==> src/rtl/lbr_div_pipe.sv <==
// Pipelined restoring divider: one quotient bit per stage, integer then fraction bits.
`timescale 1ns / 1ps

module lbr_div_pipe #(
    parameter int QB = 10,
    parameter int FB = 8,
    parameter int DB = 10,
    parameter int NW = 20
) (
    input  logic                 clk,
    input  logic [QB+FB-1:0]     ld,
    input  logic [NW-1:0]        num,
    input  logic [DB-1:0]        den,
    output logic [QB-1:0]        quo,
    output logic [FB-1:0]        frac
);

    localparam int NS = QB + FB;

    logic [DB-1:0]    rem_reg [NS];
    logic [DB-1:0]    den_reg [NS];
    logic [QB-1:0]    low_reg [NS];
    logic [NS-1:0]    q_reg   [NS];
    logic [NW+DB-1:0] num_hi;

    // Quotient fits in QB bits, so the high part is already below the divisor
    assign num_hi = {{DB{1'b0}}, num} >> QB;

    genvar k;
    generate
        for (k = 0; k < NS; k++)
        begin : g_stage
            logic [DB-1:0] rem_in;
            logic [DB-1:0] den_in;
            logic [QB-1:0] low_in;
            logic [NS-1:0] q_in;
            logic          nbit;
            logic [DB:0]   trial;
            logic          ge;

            if (k == 0)
            begin : g_first
                assign rem_in = num_hi[DB-1:0];
                assign den_in = den;
                assign low_in = num[QB-1:0];
                assign q_in   = '0;
            end
            else
            begin : g_next
                assign rem_in = rem_reg[k-1];
                assign den_in = den_reg[k-1];
                assign low_in = low_reg[k-1];
                assign q_in   = q_reg[k-1];
            end

            // Bring down numerator bits first, then zeros for the fraction
            if (k < QB)
            begin : g_int
                assign nbit = low_in[QB-1];
            end
            else
            begin : g_frac
                assign nbit = 1'b0;
            end

            assign trial = {rem_in, nbit};
            assign ge    = (trial >= {1'b0, den_in});

            always_ff @(posedge clk)
            begin
                if (ld[k])
                begin
                    rem_reg[k] <= ge ? DB'(trial - {1'b0, den_in}) : DB'(trial);
                    den_reg[k] <= den_in;
                    low_reg[k] <= low_in << 1;
                    q_reg[k]   <= {q_in[NS-2:0], ge};
                end
            end
        end
    endgenerate

    assign quo  = q_reg[NS-1][NS-1:FB];
    assign frac = q_reg[NS-1][FB-1:0];

endmodule

==> config.mk <==
export PLATFORM = sky130hd
export DESIGN_NAME = lbr_div_pipe
export DESIGN_NICKNAME = d
export VERILOG_FILES = /design/src/rtl/lbr_div_pipe.sv
export SDC_FILE = /design/constraint.sdc
export NUM_CORES = 1
export LEC_CHECK = 0
export BUFFER_PORTS_ARGS = -buffer_cell sky130_fd_sc_hd__buf_2
export CORE_MARGIN = 3
export CORE_UTILIZATION = 45
export CTS_BUF_LIST = sky130_fd_sc_hd__clkbuf_8
export CTS_CLUSTER_DIAMETER = 50
export DETAILED_ROUTE_END_ITERATION = 7
export GPL_TIMING_DRIVEN = 1
export PLACE_DENSITY = 0.64
export SKIP_CTS_REPAIR_TIMING = 1
export SLEW_MARGIN = 20
export SYNTH_ARGS = -nofsm -noshare
export SYNTH_HDL_FRONTEND = slang
export SYNTH_SLANG_ARGS = --single-unit
==> constraint.sdc <==
create_clock -name clk -period 2.3 [get_ports clk]
set_input_delay 0.46 -clock clk [delete_from_list [all_inputs] [get_ports clk]]
set_output_delay 0.46 -clock clk [all_outputs]
set_load 0.1 [all_outputs]
==> results.md, run 1 <==
* FILL cells at 4399
* Worst EP required at 2.71 ns
* Pwr Total at 43.8 mW
* Row count at 88
* Number of buffers added on ports at 66
* Post-DP Area at 0.0308 mm²
* Share of cells above drive strength 1 at 42.4%
* Antenna violations before repair at 2
* Failing checks: negative setup slack
* Seq/Total Area, Yosys at 62.6%
* Pre-antenna DRT Iters at 5
* Layout Utilization at 60.8%
* Synthesized net count at 2067
* Synth warnings at 0
* WL met1 at 21.7 mm
* CP endpoint kind: register
* Commonest register cell after synthesis: edfxtp_1
* Routed Antenna Nets at 0
* Reg2Reg Setup Slack at -0.25 ns
* Synth Area per Inst at 14.6 µm²
* Pre-CTS setup slack at -0.214 ns
* WL met2 at 29.7 mm
* Syn Inst Count at 1822
* Worst path buffer plus inverter count at 2
* First-pass GRT wire length at 81.0 mm
* Crit path to: rem_reg[8][6]$_DFFE_PP_
* Synth area leaders: edfxtp_1, ha_1, mux2_4
* Worst-margin pin slew at 0.800 ns
* FF-to-FF End: rem_reg[8][6]$_DFFE_PP_
* Clk buf depth at 3
* Crit-path most repeated cell: a21oi_2
* Synth top cells by count: edfxtp_1, inv_1, ha_1
* Max reg flops at 171
* DRT iter0 DRCs at 611
* H-Tree Depth at 3
* Crit-path slowest cell: or4_4
* Count leader, synth: edfxtp_1
* Post-synth ARST share at 0%
* WL/cell at 16.3 µm
* Netlist Area Pre-Place at 0.0267 mm²
* Wirelength, routed at 54.3 mm
* Area leader, netlist: edfxtp_1
* Inserted Clock Buffers at 95
* Slew headroom at 46.6%
* Largest stage delay, worst path at 0.55 ns
* Vias/cell at 4.99
* Tmin final at 2.55 ns
* Root buffer cell: clkbuf_8
* Post-route cell area at 0.0353 mm²
* Status: finished with violations
* Highest routed layer: met4
* DR vias at 16600
* RSZ-0062 raised after global routing: yes
* Aggregate global routing overflow at 0
* Hpwl dp at 36.3 mm
* Final hold vios at 0
* Worst hold path class: in -> reg
* Final GP Congestion at 0.886
* Number of flops mapped to enable cells by yosys at 556
* Worst path arrival time at 2.96 ns
* Crit-path leading delay family: simple AND/OR/NAND/NOR gates
* Io pins at 67
* Pin count of the biggest net entering global routing at 38
* Total die area at 0.0622 mm²
* Clock Pin Slew Worst Setup and Hold Paths at 0.06 ns
* CP cell instances: inv_1, ha_4, a21oi_2, o21ai_2, a21oi_4, a21oi_2, or4_4, buf_4, mux2_4
* Worst r2r src: den_reg[7][4]$_DFFE_PP_
* WHS at 0.0691 ns
* CP max FO at 5
* Initial Utilization at 45.9%
* WS Path Type: reg -> reg
* Residual DRC at 0
* Peak VDD IR at 0.591 mV
* Die width at 249 µm
* Nets at 2729
* Die height at 249 µm
* Pins Over Slew Limit at 0
* WL met3 at 1.50 mm
* Fmax at 392 MHz
* Crit path launch: den_reg[7][4]$_DFFE_PP_
* Clock Latency Late Sink at 0.68 ns
* Yosys reg bits at 556
* Vias in the first global route at 16800
* Worst R2R Path Depth at 9
* Setup slack after layout at -0.248 ns
* Core Region at 0.0581 mm²
* Final worst-path cycle share at 111%
* Final Skew at 0.0372 ns
* Power per cell area at 1240 mW/mm²
* Netlist cell types at 44
* Crit path launch type: register
* Sinks on the clock net at 556
* Max-cap violations at 0
* CTS tree: done
* Synth-to-layout area growth at 32.5%
* Setup-failing EPs final at 114
* Pleak at 14.8 nW
* WP depth at 9
* Gr usage total at 15.7%
* Post-synth top area share at 62.6%
logic make-up (layout without fill, tap and decap cells):
logic type	Yosys count	after routing	synth area share [%]
flip-flops	556	556	62.6
AO/OA/AOI/OAI	321	328	8.17
AND/OR/NAND/NOR	246	250	4.70
buffers and inverters	233	959	3.57
adder cells (fa/ha/maj)	196	196	9.67
multiplexers	157	157	7.59
XOR/XNOR	113	113	3.71
other	0	2	0
placed cells by master (no fill, tap or decap), types with 27 or more instances in the layout:
cell type / instances
a21oi_2: 35
nor2_1: 71
inv_2: 35
ha_4: 50
o21ai_2: 27
xor2_1: 51
ha_1: 128
o21ai_0: 28
buf_2: 66
edfxtp_1: 556
inv_1: 207
clkbuf_8: 97
o21a_1: 34
mux2_4: 128
buf_4: 460
nand2_1: 46
a21oi_1: 50
xnor2_1: 61
where the power goes:
part / leakage [nW] / total, mW / switching, mW / internal [mW]
sequential: 5.42 / 15.3 / 1.16 / 14.2
combinational: 8.37 / 20.2 / 8.60 / 11.6
clock: 1.01 / 8.27 / 3.97 / 4.30
total: 14.8 / 43.8 / 13.7 / 30.1
final cells by class:
class                      count  area, µm²  share of cell area (%)
tap                          765        957                    2.71
clock inverter                75        439                    1.24
sequential                   556      16700                    47.2
inverter                     215        807                    2.28
antenna                        2       5.00                  0.0142
clock buffer                  97       1340                    3.78
multi-input combinational   1044      10800                    30.6
timing repair buffer         572       4300                    12.2
through the flow:
step           std cells  setup TNS, ns
2_1_floorplan       1822              0
3_3_place_gp        3002         -16.58
3_5_place_dp        3002         -23.29
4_1_cts             3174         -22.90
5_1_grt             3326         -20.97
6_report            3326         -12.49
metal layers:
layer | GRT usage [%] | vias to the layer above
met2 | 29.6 | 234
met5 | 0 | -
met4 | 5.24 | 0
met1 | 17.6 | 8103
li1 | - | 8157
met3 | 3.19 | 117
worst min path at each step:
stage                                  startpoint  cells past startpoint                      end
after detailed placement  low_reg[2][7]$_DFFE_PP_                      0  low_reg[3][8]$_DFFE_PP_
final                                      den[0]                      2  den_reg[0][0]$_DFFE_PP_
after global routing                       den[1]                      2  den_reg[0][1]$_DFFE_PP_
after floorplan           low_reg[0][0]$_DFFE_PP_                      0  low_reg[1][1]$_DFFE_PP_
after global placement     q_reg[12][5]$_DFFE_PP_                      0   q_reg[13][6]$_DFFE_PP_
after CTS                                  num[7]                      1  low_reg[0][7]$_DFFE_PP_
Power figures use the tool's default switching activity.
==> inputs of run 2 (changes only) <==
Settings changed: CORE_UTILIZATION 45 to 32, GPL_ROUTABILITY_DRIVEN set to 0, PLACE_DENSITY 0.64 to 0.49.
==> run 2 against run 1 <==
Effect of this change: the flow still finishes with violations (negative setup slack); largest power group unchanged; highest routed layer is now met5; global-route usage down 4.0 points; cell count up 9.9%; total power up 0.48%; maximum frequency up 2.5%; register-to-register slack better by 0.06 ns; critical path depth down 2; sequential share of layout area down 0.70 points; cell area up 1.5%; via count down 1.2%; flip-flop and latch count unchanged; combinational power down 2%; wire length up 1.9%.
==> results.md, run 2 (synthesis gave the netlist of run 1 again) <==
* Pre-antenna DRT Iters at 4
* Io pins at 67
* Register area at 0.0167 mm²
* CP cell instances: ha_4, a21oi_4, o21ai_2, a21oi_4, a21oi_4, or4_4, mux2_4
* RSZ-0062 raised after global routing: yes
* CP max FO at 6
* Commonest non-fill, non-tap cell in the layout: edfxtp_1
* Residual DRC at 0
* DR vias at 16400
* Failing checks: negative setup slack
* WL/cell at 15.1 µm
* Most frequent cells in the layout: edfxtp_1, buf_4, inv_1
* FILL cells at 7387
* Fmax at 402 MHz
* Crit-path leading delay family: simple AND/OR/NAND/NOR gates
* Worst-margin pin slew at 0.785 ns
* Setup-failing EPs final at 113
* WP depth at 7
* Crit-path slowest cell: or4_4
* Max-cap violations at 0
* CTS tree: done
* Row count at 105
* Clock Latency Late Sink at 0.70 ns
* Die width at 295 µm
* Max reg flops at 171
* Worst EP required at 2.71 ns
* Crit path launch type: register
* Hold path startpoint: num[15]
* Vias in the first global route at 16900
* Initial Utilization at 32.4%
* Final worst-path cycle share at 108%
* Peak VDD IR at 0.581 mV
* Post-route cell area at 0.0359 mm²
* Pins Over Slew Limit at 0
* Vias/cell at 4.49
* Share of cells above drive strength 1 at 42.3%
* DRT iter0 DRCs at 542
* Tmin final at 2.49 ns
* Status: finished with violations
* Pin count of the biggest net entering global routing at 38
* Hpwl dp at 38.0 mm
* Reg2Reg Setup Slack at -0.19 ns
* Final hold vios at 0
* Slew headroom at 47.6%
* Crit-path most repeated cell: a21oi_4
* Worst hold stages at 2
* Clk buf depth at 3
* Largest stage delay, worst path at 0.62 ns
* Worst r2r src: rem_reg[2][5]$_DFFE_PP_
* Worst path buffer plus inverter count at 0
* Pleak at 14.9 nW
* Aggregate global routing overflow at 0
* Antenna violations before repair at 2
* WHS Endpoint: rem_reg[0][6]$_DFFE_PP_
* Pwr Total at 44.1 mW
* H-Tree Depth at 3
* WHS at 0.0770 ns
* Setup slack after layout at -0.185 ns
* Root buffer cell: clkbuf_8
* Core Region at 0.0824 mm²
* Wirelength, routed at 55.3 mm
* Die height at 295 µm
* First-pass GRT wire length at 82.8 mm
* Ant. Diodes at 0
* WS Path Type: reg -> reg
* Clock Pin Slew Worst Setup and Hold Paths at 0.06 ns
* Inserted Clock Buffers at 101
* Routed Antenna Nets at 0
* CP endpoint kind: register
* Multi-input logic area at 0.0107 mm²
* Gr usage total at 11.7%
* Sinks on the clock net at 556
* Number of buffers added on ports at 66
* Worst path arrival time at 2.89 ns
* FF-to-FF End: rem_reg[3][8]$_DFFE_PP_
* Nets at 2746
* Synth-to-layout area growth at 34.4%
* Worst hold path class: in -> reg
* Post-DP Area at 0.0314 mm²
* Worst R2R Path Depth at 7
* Total die area at 0.0869 mm²
* Power per cell area at 1230 mW/mm²
* Final Skew at 0.0487 ns
* Layout Utilization at 43.5%
[run 2: cell types whose count changed in the layout (fill, tap and decap cells not counted), moves of 4 or more]
cell      delta
a21oi_2      -5
buf_4       +15
buf_6        -8
clkbuf_8     +4
clkinv_2     +5
ha_1         +6
ha_4         -7
nor2_2       -4
[run 2: per-layer routing]
metal  wire [µm]  track usage [%]
met5          13                0
met1       23000             13.1
met2       29100             21.8
met4        1570             4.19
met3        1630             2.51
[run 2: metrics by stage]
stage / std cells / setup WS [ns] / setup TNS [ns]
CTS: 3520 / -0.292 / -25.90
global route: 3655 / -0.224 / -19.53
finish: 3655 / -0.185 / -10.74
detailed placement: 3333 / -0.279 / -26.12
global placement: 3333 / -0.242 / -21.78
floorplan: 1822 / 0.00190 / 0
[run 2: worst max-delay path by stage]
stage / from / to
3_5_place_dp: den_reg[9][1]$_DFFE_PP_ / rem_reg[10][3]$_DFFE_PP_
3_3_place_gp: den_reg[9][1]$_DFFE_PP_ / rem_reg[10][3]$_DFFE_PP_
6_report: rem_reg[2][5]$_DFFE_PP_ / rem_reg[3][8]$_DFFE_PP_
4_1_cts: den_reg[9][1]$_DFFE_PP_ / rem_reg[10][8]$_DFFE_PP_
2_1_floorplan: rem_reg[8][4]$_DFFE_PP_ / rem_reg[9][1]$_DFFE_PP_
5_1_grt: den_reg[5][6]$_DFFE_PP_ / rem_reg[6][7]$_DFFE_PP_
[run 2: layout make-up]
type	count	area share [%]
Clock inverter	86	1.56
Clock buffer	101	3.88
Multi-Input combinational cell	1047	30.0
Tap cell	1070	3.73
Inverter	215	2.25
Sequential cell	556	46.5
Timing Repair Buffer	580	12.1
[run 2: power by group]
part | switching (mW) | internal (mW)
Combinational | 8.33 | 11.5
Sequential | 1.16 | 14.2
Clock | 4.21 | 4.73
Total | 13.7 | 30.4
